[config.mk]
export PLATFORM = sky130hd
export DESIGN_NAME = qn_front
export DESIGN_NICKNAME = d
export VERILOG_FILES = /design/src/hw/rtl/quaternion_normalizer_core_macros.svh /design/src/hw/rtl/qn_pkg.sv /design/src/hw/rtl/qn_front.sv
export SDC_FILE = /design/constraint.sdc
export NUM_CORES = 2
export LEC_CHECK = 0
export BUFFER_PORTS_ARGS = -buffer_cell sky130_fd_sc_hd__buf_2
export CAP_MARGIN = 40
export CORE_MARGIN = 4
export CORE_UTILIZATION = 50
export CTS_BUF_LIST = sky130_fd_sc_hd__clkbuf_4 sky130_fd_sc_hd__clkbuf_8
export DETAILED_ROUTE_END_ITERATION = 6
export GPL_ROUTABILITY_DRIVEN = 0
export PLACE_DENSITY = 0.73
export SKIP_CTS_REPAIR_TIMING = 1
export SLEW_MARGIN = 40
export SYNTH_ARGS = -nofsm -noshare
export SYNTH_HDL_FRONTEND = slang
export SYNTH_SLANG_ARGS = --single-unit
[constraint.sdc]
create_clock -name clk -period 13.12 [get_ports clk]
set_input_delay 2.624 -clock clk [delete_from_list [all_inputs] [get_ports clk]]
set_output_delay 2.624 -clock clk [all_outputs]
set_load 0.01 [all_outputs]
[src/hw/rtl/quaternion_normalizer_core_macros.svh]
// Assertion macros shared by the quaternion normalizer RTL.
// Included by the modules that carry concurrent assertions; depends on nothing.
`ifndef QUATERNION_NORMALIZER_CORE_MACROS_SVH
`define QUATERNION_NORMALIZER_CORE_MACROS_SVH

// Same-cycle implication, disabled while reset is asserted.
`define QN_ASSERT_NOW(lbl, clk, rst_n, ante, cons, msg) \
	lbl: assert property (@(posedge clk) disable iff (!rst_n) (ante) |-> (cons)) \
		else $error(msg);

// Next-cycle implication, disabled while reset is asserted.
`define QN_ASSERT_NEXT(lbl, clk, rst_n, ante, cons, msg) \
	lbl: assert property (@(posedge clk) disable iff (!rst_n) (ante) |=> (cons)) \
		else $error(msg);

`endif

[src/hw/rtl/qn_pkg.sv]
// Shared constants and types of the quaternion normalizer.
// Used by every module of the block; depends on nothing.
package qn_pkg;

	localparam int CW    = 16;            // component width
	localparam int FRAC  = CW - 2;        // fraction bits
	localparam int NB    = FRAC + 1;      // bits of a result magnitude
	localparam int SQW   = 2 * CW - 1;    // square of one magnitude
	localparam int SW    = 2 * CW + 1;    // sum of four squares
	localparam int QD    = 4;             // queue depth
	localparam int QAW   = $clog2(QD);

	// One classified item between the front and the back.
	typedef struct packed {
		logic [3:0][SQW-1:0] sq;
		logic [SW-1:0]       s;
		logic [3:0]          neg;
		logic                zero;
	} qn_item_t;

endpackage

[src/hw/rtl/qn_front.sv]
// Front end: takes input beats, forms magnitudes, squares and their sum.
// Depends on qn_pkg.
module qn_front (
	input  logic                  clk,
	input  logic                  arst_n,
	input  logic                  in_valid,
	output logic                  in_ready,
	input  logic [4*qn_pkg::CW-1:0] in_data,
	output logic                  item_valid,
	input  logic                  item_ready,
	output qn_pkg::qn_item_t      item
);

	logic                        v_s1, v_s2;
	logic [3:0][qn_pkg::CW-1:0]  mag_s1;
	logic [3:0]                  neg_s1, neg_s2;
	logic [3:0][qn_pkg::SQW-1:0] sq_s2;
	logic                        en;
	logic [qn_pkg::SW-1:0]       sum;

	assign en       = !v_s2 || item_ready;
	assign in_ready = en;

	always_ff @(posedge clk or negedge arst_n) begin
		if (!arst_n) begin
			v_s1 <= 1'b0;
			v_s2 <= 1'b0;
		end else if (en) begin
			v_s1 <= in_valid;
			v_s2 <= v_s1;
		end
	end

	always_ff @(posedge clk) begin
		if (en) begin
			for (int l = 0; l < 4; l++) begin
				logic [qn_pkg::CW-1:0] v;
				v = in_data[l*qn_pkg::CW +: qn_pkg::CW];
				neg_s1[l] <= v[qn_pkg::CW-1];
				mag_s1[l] <= v[qn_pkg::CW-1] ? (~v + 1'b1) : v;
				sq_s2[l]  <= qn_pkg::SQW'(mag_s1[l]) * qn_pkg::SQW'(mag_s1[l]);
			end
			neg_s2 <= neg_s1;
		end
	end

	always_comb begin
		sum = '0;
		for (int l = 0; l < 4; l++) begin
			sum = sum + qn_pkg::SW'(sq_s2[l]);
		end
	end

	assign item_valid = v_s2;
	assign item.sq    = sq_s2;
	assign item.s     = sum;
	assign item.neg   = neg_s2;
	assign item.zero  = (sum == '0);

endmodule

==> flow_metrics.env <==
export IMPL_status="complete, no violations"
export IMPL_max_stage_delay_ns=0.56
export IMPL_clockRootBuffer="clkbuf_8"
export IMPL_io_buffers=227
export IMPL_cp_data_required_time_ns=10.50
export IMPL_drive_above_1_share_pct=7.604
export IMPL_avgSynthCellArea_um2=9.806
export IMPL_fin_skew_ns=0.03249
export IMPL_path_class="reg -> out"
export IMPL_synthArstFlopShare_pct=1.031
export IMPL_cp_arrival_ns=6.00
export IMPL_grt_overflow=0
export IMPL_cts_sinks=194
export IMPL_dpl_hpwl_mm=84.42
export IMPL_clk_insertion_delay_late_ns=0.61
export IMPL_final_nets=5271
export IMPL_place_inst=5021
export IMPL_grt_usage_pct=25.04
export IMPL_fin_cells=5057
export IMPL_wl_met3_mm=9.996
export IMPL_clk_path_buf_depth=2
export IMPL_critPathBufInv=3
export IMPL_antenna_found_initial=3
export IMPL_hold_viol=0
export IMPL_drtPass1Iterations=5
export IMPL_die_area_mm2=0.08075
export IMPL_finalCritPeriodShare_pct=65.75
export IMPL_syn_inst=3889
export IMPL_path_cells="fa_1 -> inv_1 -> fa_1 -> inv_1 -> fa_1 -> a211oi_2 -> o21ai_1 -> xor2_1 -> nor4b_2 -> or4b_1 -> or4_1 -> or3_1 -> or4_1 -> or4_1 -> nor4_2 -> buf_2"
export IMPL_end_kind="output pin"
export IMPL_finalSetupViolations=0
export IMPL_synth_edf_count=192
export IMPL_path_max_fanout=3
export IMPL_wl_per_cell_um=19.49
export IMPL_num_io_pins=232
export IMPL_max_freq_ghz=0.1159
export IMPL_startpoint_type="flop"
export IMPL_htreeDepth=4
export IMPL_tightest_slew_ns=0.9029
export IMPL_drc_errors=0
export IMPL_tritoncts="yes"
export IMPL_slew_headroom_pct=39.81
export IMPL_r2r_setup_slack_ns=5.49
export IMPL_met1_length_mm=40.48
export IMPL_grt_pass1_wl_mm=156.7
export IMPL_grt_max_degree=75
export IMPL_grt_pass1_vias=28470
export IMPL_tns_ns=0
export IMPL_drt_initial_drc_count=1930
export IMPL_hold_class="reg -> reg"
export IMPL_ys_flop_type="edfxtp_1"
export IMPL_die_width_um=284.2
export IMPL_met2WireLength_mm=45.11
export IMPL_area_growth_pct=6.877
export IMPL_cp_top_family="simple AND/OR/NAND/NOR gates"
export IMPL_totalWireLength_mm=98.56
export IMPL_grt_setup_unrepaired="no"
export IMPL_ant_nets=0
export IMPL_slowest_stage="fa_1"
export IMPL_max_cap_viol_count=0
export IMPL_dieHeight_um=284.2
export IMPL_netlist_area_mm2=0.03813
export IMPL_initial_utilization_pct=50.29
export IMPL_core_mm2=0.07582
export IMPL_rows=101
export IMPL_vias_per_cell=5.338
export IMPL_cts_clk_slew_worst_paths_ns=0.14
export IMPL_period_minus_slack_ns=8.626
export IMPL_cts_buffers=17
export IMPL_synth_seq_cells=194
export IMPL_yosysSeqAreaShare_pct=15.25
export IMPL_hold_ws_ns=0.4338
export IMPL_ys_warn_count=0
export IMPL_top_layer="met4"
export IMPL_drv_slew=0
export IMPL_vias=27000
export IMPL_ys_types=65
==> logic make-up after synthesis <==
family / count (synthesis) / share of synthesized area, %
buffers and inverters: 1096 / 10.83
and+or+nand+nor: 832 / 10.52
adders and majority gates: 1139 / 51.33
DFF: 194 / 15.25
other: 2 / 0.01969
xor gates and xnor gates: 227 / 5.233
muxes: 7 / 0.2001
AOI/OAI and AO/OA: 392 / 6.618
==> cell usage in the layout, fill, tap and decap left out, types with 10 or more instances in the layout <==
cell      Yosys  final
a211oi_1     10     10
a21o_1       48     48
a21oi_1     113    113
a31o_2       11     11
a31oi_1      18     18
and2_1      173    173
and3_1       13     13
buf_2         1    227
clkbuf_8      0     17
edfxtp_1    192    192
fa_1        709    709
ha_1        430    430
inv_1      1012   1012
nand2_1     350    350
nand2b_1     27     26
nand3_1      24     24
nand4_1      10     10
nor2_1      122    122
nor2b_1      27     27
nor3_1       27     27
o21a_1       19     19
o21ai_0      74     73
o21bai_1     18     18
o31ai_1      28     28
or2_2        13     13
or3_1        20     20
xnor2_1     173    172
xor2_1       53     53
==> metrics by stage <==
step	area, µm²	util (%)	setup slack (ns)
after floorplan	38150	-	3.153
final	40760	53.75	4.494
after detailed placement	40240	53.07	5.144
after CTS	40710	53.70	4.433
after global placement	40230	53.06	5.216
after global routing	40750	53.75	4.223
==> metal layers <==
layer / track usage [%] / vias to the layer above
met5: 0 / -
met4: 7.349 / 0
met3: 7.843 / 135
met2: 39.99 / 983
met1: 33.05 / 13540
li1: - / 12340
==> sequential cells by signal (all words and copies together), names as in the netlist <==
register and count:
mag_s1 64, v_s1 1, neg_s1 4, neg_s2 4, item 120, item_valid 1
==> cell usage after synthesis, types with 3 or more instances <==
cell type	count	area, µm²
a31oi_1	18	112.6
a21boi_0	3	22.52
o31ai_1	28	210.2
ha_1	430	5380
inv_1	1012	3799
o21ai_1	4	20.02
nand2_1	350	1314
mux2_2	5	56.30
xnor2_1	173	1515
nand3_1	24	120.1
nand2b_1	27	168.9
nand4_1	10	62.56
o21ai_0	74	370.4
a2111oi_0	5	43.79
nor4_1	3	18.77
o2111ai_1	3	26.28
edfxtp_1	192	5766
a21o_1	48	360.4
a31o_2	11	96.34
nor3_1	27	135.1
and2_1	173	1082
nor2b_1	27	168.9
a21oi_1	113	565.5
or3_1	20	125.1
o211ai_1	9	67.56
nand3b_1	4	30.03
o21bai_1	18	135.1
nor2_1	122	457.9
and3_1	13	81.33
fa_1	709	14190
clkbuf_1	79	296.5
or2_2	13	81.33
a211oi_1	10	75.07
o41ai_1	5	43.79
nor4b_1	5	43.79
buf_4	4	30.03
o21a_1	19	142.6
xor2_1	53	464.2
o22ai_1	3	18.77
or4_1	8	60.06
==> final timing paths <==
path / start / end / depth (start not counted)
setup / recovery: item[40]$_DFFE_PP_ / item[0] / 16
hold / removal: neg_s1[3]$_DFFE_PP_ / neg_s2[3]$_DFFE_PP_ / 0
setup reg to reg: mag_s1[12]$_DFFE_PP_ / item[68]$_DFFE_PP_ / 23
hold reg to reg: neg_s1[3]$_DFFE_PP_ / neg_s2[3]$_DFFE_PP_ / 0
max in group asynchronous: arst_n / v_s1$_DFFE_PN0P_ / 1
min in group asynchronous: arst_n / item_valid$_DFFE_PN0P_ / 1
==> layout make-up <==
type,instances,area (µm²)
well taps,978,1224
inverters,1012,3799
repair buffers,235,1215
multi-input cells,2604,28220
fillers,6743,35070
clock buffers,17,234.0
clock inverters,15,241.5
diodes,2,5.005
flip-flops and latches,194,5816
==> worst reg2reg max path, delay by kind of cell, from the launching register on <==
family / cells / cell delay (ns)
buffers and inverters: 4 / 0.51
AOI/OAI and AO/OA: 7 / 1.98
and+or+nand+nor: 3 / 0.58
DFF: 1 / 0.85
xor gates and xnor gates: 2 / 0.29
adders and majority gates: 7 / 3.20
Power is not shown: default switching activity piles up to over one toggle a cycle in this logic, so the estimate is an artifact.
