--- src/hw/rtl/quaternion_normalizer_core_macros.svh ---
// Assertion macros shared by the quaternion normalizer RTL.
// Included by the modules that carry concurrent assertions; depends on nothing.
`ifndef QUATERNION_NORMALIZER_CORE_MACROS_SVH
`define QUATERNION_NORMALIZER_CORE_MACROS_SVH

// Same-cycle implication, disabled while reset is asserted.
`define QN_ASSERT_NOW(lbl, clk, rst_n, ante, cons, msg) \
	lbl: assert property (@(posedge clk) disable iff (!rst_n) (ante) |-> (cons)) \
		else $error(msg);

// Next-cycle implication, disabled while reset is asserted.
`define QN_ASSERT_NEXT(lbl, clk, rst_n, ante, cons, msg) \
	lbl: assert property (@(posedge clk) disable iff (!rst_n) (ante) |=> (cons)) \
		else $error(msg);

`endif

--- src/hw/rtl/qn_pkg.sv ---
// Shared constants and types of the quaternion normalizer.
// Used by every module of the block; depends on nothing.
package qn_pkg;

	localparam int CW    = 16;            // component width
	localparam int FRAC  = CW - 2;        // fraction bits
	localparam int NB    = FRAC + 1;      // bits of a result magnitude
	localparam int SQW   = 2 * CW - 1;    // square of one magnitude
	localparam int SW    = 2 * CW + 1;    // sum of four squares
	localparam int QD    = 4;             // queue depth
	localparam int QAW   = $clog2(QD);

	// One classified item between the front and the back.
	typedef struct packed {
		logic [3:0][SQW-1:0] sq;
		logic [SW-1:0]       s;
		logic [3:0]          neg;
		logic                zero;
	} qn_item_t;

endpackage

--- src/hw/rtl/qn_fifo.sv ---
// Short queue that decouples the front end from the search pipeline.
// Depends on qn_pkg and the assertion macro header.
`include "quaternion_normalizer_core_macros.svh"
module qn_fifo (
	input  logic             clk,
	input  logic             arst_n,
	input  logic             push_valid,
	output logic             push_ready,
	input  qn_pkg::qn_item_t push_item,
	output logic             pop_valid,
	input  logic             pop_ready,
	output qn_pkg::qn_item_t pop_item
);

	qn_pkg::qn_item_t       mem_q [qn_pkg::QD];
	logic [qn_pkg::QAW-1:0] wp_q, rp_q;
	logic [qn_pkg::QAW:0]   cnt_q;
	logic                   push, pop;

	assign push_ready = (cnt_q != (qn_pkg::QAW+1)'(qn_pkg::QD));
	assign pop_valid  = (cnt_q != '0);
	assign push       = push_valid && push_ready;
	assign pop        = pop_valid && pop_ready;
	assign pop_item   = mem_q[rp_q];

	always_ff @(posedge clk or negedge arst_n) begin
		if (!arst_n) begin
			wp_q  <= '0;
			rp_q  <= '0;
			cnt_q <= '0;
		end else begin
			if (push) wp_q <= wp_q + 1'b1;
			if (pop)  rp_q <= rp_q + 1'b1;
			cnt_q <= cnt_q + (qn_pkg::QAW+1)'(push) - (qn_pkg::QAW+1)'(pop);
		end
	end

	always_ff @(posedge clk) begin
		if (push) mem_q[wp_q] <= push_item;
	end

	`QN_ASSERT_NOW(a_cnt_bound, clk, arst_n, 1'b1, cnt_q <= (qn_pkg::QAW+1)'(qn_pkg::QD), "queue count exceeds depth")
	`QN_ASSERT_NEXT(a_cnt_track, clk, arst_n, push && !pop, cnt_q == $past(cnt_q) + 1'b1, "queue count did not grow on push")
	`QN_ASSERT_NEXT(a_cnt_drain, clk, arst_n, pop && !push, cnt_q == $past(cnt_q) - 1'b1, "queue count did not shrink on pop")

endmodule

--- config.mk ---
export PLATFORM = sky130hd
export DESIGN_NAME = qn_fifo
export DESIGN_NICKNAME = d
export VERILOG_FILES = /design/src/hw/rtl/qn_pkg.sv /design/src/hw/rtl/qn_fifo.sv
export VERILOG_INCLUDE_DIRS = /design/src /design/src/hw/rtl
export SDC_FILE = /design/constraint.sdc
export NUM_CORES = 1
export LEC_CHECK = 0
export BUFFER_PORTS_ARGS = -buffer_cell sky130_fd_sc_hd__buf_4
export CAP_MARGIN = 20
export CORE_MARGIN = 1
export CORE_UTILIZATION = 46
export DETAILED_ROUTE_END_ITERATION = 8
export PLACE_DENSITY = 0.77
export SLEW_MARGIN = 20
export SYNTH_ARGS = -nofsm -noshare
export SYNTH_HDL_FRONTEND = slang
export SYNTH_SLANG_ARGS = --single-unit
--- constraint.sdc ---
create_clock -name clk -period 5.8 [get_ports clk]
set_input_delay 0.58 -clock clk [delete_from_list [all_inputs] [get_ports clk]]
set_output_delay 0.58 -clock clk [all_outputs]
set_load 0.005 [all_outputs]
==> insert_results.sql, run 1 <==
INSERT INTO impl_metrics (metric_group, metric, value, unit) VALUES
('outcome', 'status', 'complete, no violations', ''),
('synthesis', 'ys_dominant_reg_cell', 'sky130_fd_sc_hd__edfxtp_1', ''),
('critical_path', 'critPathMostFrequentCell', 'sky130_fd_sc_hd__buf_4', ''),
('clocking', 'clkTransAtPathRegs', '60', 'ps'),
('clocking', 'post_cts_resize_count', '0', ''),
('die', 'start_util', '46.54', '%'),
('drt', 'postRouteAntennaNets', '0', ''),
('cells_and_area', 'finalCoreUtilization', '57.18', '%'),
('cells_and_area', 'post_route_cells_drive_above_1_share', '45.74', '%'),
('synthesis', 'synth_top_area_share', '81.67', '%'),
('global_route', 'grt_first_pass_wirelength', '68080', 'um'),
('die', 'top_level_ports', '330', ''),
('power_and_ir_drop', 'clock_power_share', '28.1', '%'),
('die', 'fp-row-count', '83', ''),
('critical_path', 'end_kind', 'output pin', ''),
('die', 'fp.dieArea', '52710', 'um2'),
('clocking', 'cts_tree', 'done', ''),
('drt', 'route.final.wire_length', '45520', 'um'),
('place', 'gpl.final_weighted_congestion', '0.7472', ''),
('synthesis', 'synth_enable_flop_cells', '648', ''),
('synthesis', 'syn_area', '23830', 'um2'),
('worst_hold_path', 'timing.hold.worst.class', 'in -> reg', ''),
('die', 'die_h', '229.6', 'um'),
('synthesis', 'syn-mean-instance-area', '26.86', 'um2'),
('worst_hold_path', 'timing.hold.worst_path_depth', '1', ''),
('power_and_ir_drop', 'combinationalPowerShare', '28.4', '%'),
('critical_path', 'worst_path_largest_cell_delay', '820', 'ps'),
('drt', 'drt_drc_violations_left', '0', ''),
('sta', 'fin_worst_skew', '20.14', 'ps'),
('critical_path', 'start_kind', 'flip-flop', ''),
('synthesis', 'synth_sequential_area_ratio', '82.40', '%'),
('place', 'placed_cell_area', '27090', 'um2'),
('power_and_ir_drop', 'power-per-cell-area', '513.4', 'nW/um2'),
('critical_path', 'critical_path_class', 'reg -> out', ''),
('critical_path', 'worst_ep_arrival_time', '2830', 'ps'),
('power_and_ir_drop', 'power.internal', '11.03', 'mW'),
('drt', 'wl_met2', '22870', 'um'),
('critical_path', 'cp_cell_sequence', 'buf_4, mux4_2, buf_4', ''),
('power_and_ir_drop', 'power_frac_seq', '43.5', '%'),
('cells_and_area', 'num-nets-final', '1435', ''),
('place', 'numPortBuffers', '329', ''),
('critical_path', 'worstRegToRegCells', '9', ''),
('synthesis', 'synthMostInstantiatedCell', 'sky130_fd_sc_hd__edfxtp_1', ''),
('synthesis', 'synth_commonest_cells', 'sky130_fd_sc_hd__edfxtp_1, sky130_fd_sc_hd__mux4_2, sky130_fd_sc_hd__buf_2, sky130_fd_sc_hd__buf_6, sky130_fd_sc_hd__buf_4', ''),
('cells_and_area', 'antenna-diode-count', '0', ''),
('drt', 'via_count', '10649', ''),
('drt', 'detail_route.vias_per_cell', '5.341', ''),
('sta', 'fmaxAchievable', '0.2930', 'GHz'),
('drt', 'topRoutingLayerUsed', 'met4', ''),
('clocking', 'clock_sink_count', '655', ''),
('critical_path', 'critical_path_buf_inv_count', '2', ''),
('critical_path', 'slowest_stage', 'sky130_fd_sc_hd__dfrtp_4', ''),
('sta', 'max_slew_margin', '30.30', '%'),
('synthesis', 'postSynthCellCount', '887', ''),
('sta', 'period_needed', '3413', 'ps'),
('cells_and_area', 'postLayoutCellArea', '29280', 'um2'),
('flow_run', 'maxCapViolCount', '0', ''),
('critical_path', 'required', '5220', 'ps'),
('clocking', 'clock_path_buffers', '3', ''),
('cells_and_area', 'final-instance-count-excl-fill', '1994', ''),
('critical_path', 'critical_path.top_delay_family', 'buffers and inverters', ''),
('sta', 'worst-slew-pin-transition', '1046', 'ps'),
('clocking', 'clk-insertion-delay-late', '590', 'ps'),
('synthesis', 'synthArstFlopShare', '1.069', '%'),
('power_and_ir_drop', 'total_switching_power', '4.002', 'mW'),
('clocking', 'ctsHoldBuffers', '1', ''),
('power_and_ir_drop', 'p_leak', '9.904', 'nW'),
('drt', 'detail_route.iter0.violations', '597', ''),
('global_route', 'grt_pass1_vias', '11344', ''),
('sta', 'setup-tns-final', '0', 'ps'),
('place', 'placedCellCount', '1872', '');
flip-flops by register name (all words and copies together) (netlist names):
| name | count |
|---|---|
| cnt_q | 3 |
| mem_q | 648 |
| wp_q | 2 |
| rp_q | 2 |
layout by cell type, fill, tap and decap left out, types with 2 or more instances in the layout:
master                      count
sky130_fd_sc_hd__inv_1          6
sky130_fd_sc_hd__o211ai_1       2
sky130_fd_sc_hd__edfxtp_1     648
sky130_fd_sc_hd__xnor2_1        3
sky130_fd_sc_hd__mux4_2       162
sky130_fd_sc_hd__clkbuf_1      19
sky130_fd_sc_hd__clkinv_2       6
sky130_fd_sc_hd__and3b_4        4
sky130_fd_sc_hd__clkinv_1      10
sky130_fd_sc_hd__bufinv_16      7
sky130_fd_sc_hd__buf_12         7
sky130_fd_sc_hd__buf_4        334
sky130_fd_sc_hd__clkinv_4       2
sky130_fd_sc_hd__dfrtp_4        2
sky130_fd_sc_hd__clkbuf_16     69
sky130_fd_sc_hd__ha_1           6
sky130_fd_sc_hd__inv_6          5
sky130_fd_sc_hd__dfrtp_1        5
sky130_fd_sc_hd__clkinv_8       2
sky130_fd_sc_hd__nand2b_1       4
per-layer routing:
metal	GRT usage (%)	vias up
li1	-	4604
met2	28.46	386
met4	6.417	0
met5	0	-
met3	5.192	85
met1	21.84	5574
how the worst max path moves through the flow:
stage | startpoint | endpoint | slack (ps) | depth (start not counted)
final | rp_q[1] | pop_item[100] | 2390 | 3
after global routing | rp_q[1] | pop_item[88] | 2270 | 3
after CTS | rp_q[1] | pop_item[91] | 2300 | 3
after detailed placement | rp_q[1] | pop_item[91] | 2970 | 3
after global placement | rp_q[1] | pop_item[91] | 3010 | 3
after floorplan | cnt_q[2] | mem_q[0][0] | 810 | 2
power by group through the flow:
stage,clock network [mW],registers (mW),logic (mW)
after floorplan,0,6.62,2.47
after global placement,0,6.58,4.30
after detailed placement,0,6.65,4.34
after CTS,4.32,6.56,4.37
after global routing,4.46,6.62,4.55
final,4.22,6.54,4.27
cell families (layout without fill, tap and decap cells):
| family | Yosys count | count (layout) | share of synthesized area (%) |
|---|---|---|---|
| compound gates | 4 | 4 | 0.1365 |
| xor+xnor | 4 | 4 | 0.1471 |
| fa+ha+maj | 7 | 7 | 0.3991 |
| buf+inv | 42 | 469 | 1.182 |
| flops | 655 | 655 | 82.40 |
| mux | 162 | 162 | 15.31 |
| simple gates | 13 | 13 | 0.4201 |
cell type report:
class / count / area, um2
Sequential cell: 655 / 19640
Timing Repair Buffer: 342 / 2658
Clock inverter: 33 / 379.1
Multi-Input combinational cell: 190 / 3926
Inverter: 6 / 22.52
Tap cell: 680 / 850.8
Clock buffer: 88 / 1798
Fill cell: 3635 / 21920
per-stage QoR:
step | setup WS (ps) | power (mW) | hold slack [ps]
after floorplan | 806.1 | 9.082 | 284.4
after global placement | 3012 | 10.88 | 398.9
after detailed placement | 2975 | 10.99 | 396.3
after CTS | 2303 | 15.25 | 139.0
after global routing | 2273 | 15.64 | 154.2
final | 2387 | 15.03 | 187.6
No activity file was read; power rests on OpenSTA's default activity.
==> run 2, diff against run 1 <==
==> constraint.sdc (replaced) <==
create_clock -name clk -period 3.3 [get_ports clk]
set_input_delay 0.33 -clock clk [delete_from_list [all_inputs] [get_ports clk]]
set_output_delay 0.33 -clock clk [all_outputs]
set_load 0.005 [all_outputs]
==> insert_results.sql, run 2 (synthesis gave the netlist of run 1 again) <==
INSERT INTO impl_metrics (metric_group, metric, value, unit) VALUES
('outcome', 'status', 'complete, no violations', ''),
('cells_and_area', 'largest_register_ff_count', '648', ''),
('place', 'placed_cell_area', '27420', 'um2'),
('drt', 'route.final.wire_length', '49070', 'um'),
('clocking', 'clk_root_buffer_cell', 'sky130_fd_sc_hd__clkbuf_16', ''),
('clocking', 'post_cts_resize_count', '0', ''),
('clocking', 'clock_sink_count', '655', ''),
('sta', 'grt_setup_unrepaired', 'no', ''),
('power_and_ir_drop', 'p_leak', '10.73', 'nW'),
('critical_path', 'end_kind', 'output pin', ''),
('place', 'gpl.final_weighted_congestion', '0.7324', ''),
('clocking', 'clock_path_buffers', '3', ''),
('clocking', 'tritoncts.num_buffers', '68', ''),
('sta', 'fin_worst_skew', '21.53', 'ps'),
('sta', 'report.final.slew_viol_count', '0', ''),
('critical_path', 'cp_num_cells', '3', ''),
('critical_path', 'crit_path_max_fanout', '25', ''),
('cells_and_area', 'layout-area-overhead-vs-synth', '30.95', '%'),
('critical_path', 'critPathMostFrequentCell', 'sky130_fd_sc_hd__buf_4', ''),
('power_and_ir_drop', 'power-per-cell-area', '864.9', 'nW/um2'),
('worst_hold_path', 'timing.hold.worst.class', 'in -> async', ''),
('global_route', 'grt_first_pass_wirelength', '74330', 'um'),
('cells_and_area', 'layout.cells.most_common', 'sky130_fd_sc_hd__edfxtp_1', ''),
('global_route', 'grtUsageTotal', '18.86', '%'),
('die', 'floorplan.core_area', '51200', 'um2'),
('cells_and_area', 'postLayoutCellArea', '31200', 'um2'),
('sta', 'portion_of_the_clock_cycle_consumed_by_the_worst_path_in_the_final_layout', '89.45', '%'),
('sta', 'fmaxAchievable', '0.3388', 'GHz'),
('critical_path', 'worst_setup_path_startpoint', 'rp_q[0]', ''),
('place', 'detailedPlace.worstSlack', '672.2', 'ps'),
('sta', 'period_needed', '2952', 'ps'),
('critical_path', 'slowest_stage', 'sky130_fd_sc_hd__dfrtp_4', ''),
('die', 'top_level_ports', '330', ''),
('drt', 'via_count', '11496', ''),
('die', 'start_util', '46.54', '%'),
('drt', 'drt_drc_violations_left', '0', ''),
('critical_path', 'start_kind', 'flip-flop', ''),
('drt', 'firstDrtPassIters', '7', ''),
('sta', 'report.final.hold_viol_count', '0', ''),
('critical_path', 'crit_end', 'pop_item[59]', ''),
('clocking', 'clkTransAtPathRegs', '60', 'ps'),
('die', 'die_h', '229.6', 'um'),
('sta', 'setup-tns-final', '0', 'ps'),
('sta', 'fin_ws', '348.2', 'ps'),
('drt', 'postRouteAntennaNets', '0', ''),
('die', 'fp-row-count', '83', ''),
('drt', 'detail_route.vias_per_cell', '5.252', ''),
('cells_and_area', 'finalCoreUtilization', '60.94', '%'),
('cells_and_area', 'post_route_cells_drive_above_1_share', '41.63', '%'),
('cells_and_area', 'regMostFlops', 'mem_q', ''),
('sta', 'worst-slew-pin-transition', '839.1', 'ps'),
('clocking', 'clk-insertion-delay-late', '580', 'ps'),
('power_and_ir_drop', 'max-vdd-ir-drop', '0.6112', 'mV'),
('global_route', 'grt_pass1_vias', '12465', ''),
('place', 'place.detailed.hpwl', '28080', 'um'),
('cells_and_area', 'most-common-layout-cells', 'sky130_fd_sc_hd__edfxtp_1, sky130_fd_sc_hd__buf_4, sky130_fd_sc_hd__dlygate4sd3_1', ''),
('sta', 'max_slew_margin', '44.06', '%'),
('critical_path', 'worstRegToRegCells', '9', ''),
('global_route', 'global_route_congestion_overflow_total', '0', ''),
('clocking', 'h-tree-depth', '3', ''),
('global_route', 'grt_max_degree', '86', ''),
('cells_and_area', 'top_regs', 'mem_q: 648 flops, cnt_q: 3 flops', ''),
('drt', 'routed_wire_length_per_instance', '22.42', 'um'),
('cells_and_area', 'final.fill_count', '3370', ''),
('critical_path', 'critical_path_buf_inv_count', '2', ''),
('critical_path', 'r2r_end', 'cnt_q[2]', ''),
('critical_path', 'required', '2970', 'ps'),
('critical_path', 'critical_path.top_delay_family', 'flip-flops', ''),
('critical_path', 'worst_path_largest_cell_delay', '800', 'ps'),
('clocking', 'cts_tree', 'done', ''),
('global_route', 'initial_antenna_violation_count', '3', ''),
('critical_path', 'worstReg2RegStart', 'cnt_q[1]', ''),
('cells_and_area', 'num-nets-final', '1627', ''),
('critical_path', 'worst_ep_arrival_time', '2620', 'ps'),
('flow_run', 'maxCapViolCount', '0', ''),
('place', 'numPortBuffers', '329', ''),
('critical_path', 'cp_cell_sequence', 'buf_4, mux4_2, buf_4', ''),
('critical_path', 'critical_path_class', 'reg -> out', ''),
('drt', 'detail_route.iter0.violations', '698', ''),
('die', 'die-width', '229.6', 'um'),
('die', 'fp.dieArea', '52710', 'um2'),
('critical_path', 'r2r_setup_slack', '620', 'ps'),
('sta', 'final-setup-viol-count', '0', '');
## run 2: cell types whose count changed in the layout (fill, tap and decap cells not counted), moves of 4 or more
cell,previous run,this run
sky130_fd_sc_hd__buf_12,7,16
sky130_fd_sc_hd__buf_4,334,354
sky130_fd_sc_hd__clkbuf_1,19,15
sky130_fd_sc_hd__clkinv_1,10,18
sky130_fd_sc_hd__clkinv_2,6,2
sky130_fd_sc_hd__dlygate4sd3_1,1,163
## run 2: layout make-up
cell class              instances  area [um2]  area share [%]
inverters                       6       22.52         0.07218
clock inverters                37       335.3           1.075
repair buffers                533        4609           14.77
diodes                          3       7.507         0.02406
flip-flops and latches        655       19640           62.95
clock buffers                  85        1808           5.795
well taps                     680       850.8           2.727
multi-input cells             190        3926           12.58
## run 2: stage by stage
step	total power [mW]	instances	hold WS, ps
after CTS	27.26	2186	72.46
after detailed placement	19.73	1901	148.3
after global routing	28.09	2189	96.15
after global placement	19.56	1901	145.4
after floorplan	15.80	887	34.41
final	26.99	2189	110.8
## run 2: power breakdown
| group | internal [mW] | leakage, nW | total (mW) | switching (mW) |
|---|---|---|---|---|
| logic | 4.42 | 3.69 | 8.07 | 3.65 |
| registers | 11.0 | 6.02 | 11.6 | 0.614 |
| clock network | 4.30 | 1.03 | 7.34 | 3.04 |
| total | 19.7 | 10.7 | 27.0 | 7.31 |
## run 2: worst min path at each step
stage,depth (start not counted),end,slack [ps]
after floorplan,0,cnt_q[0],30
after global placement,1,rp_q[1],150
after detailed placement,1,rp_q[1],150
after CTS,2,rp_q[1],70
after global routing,2,rp_q[1],100
final,2,cnt_q[2],110
## run 2: what timing repair did
action / in CTS / in global routing
buffers inserted: 0 / 0
hold buffers: 163 / 0
hold endpoints to repair: 655 / 0
## run 2: metal layers
layer  track usage, %  vias to the layer above  routed length, um
met5                0                        -                  0
met2            32.51                      378              25910
met4            6.063                        0                884
met3            4.856                       69               3044
li1                 -                     5005                  -
met1            23.26                     6044              19230
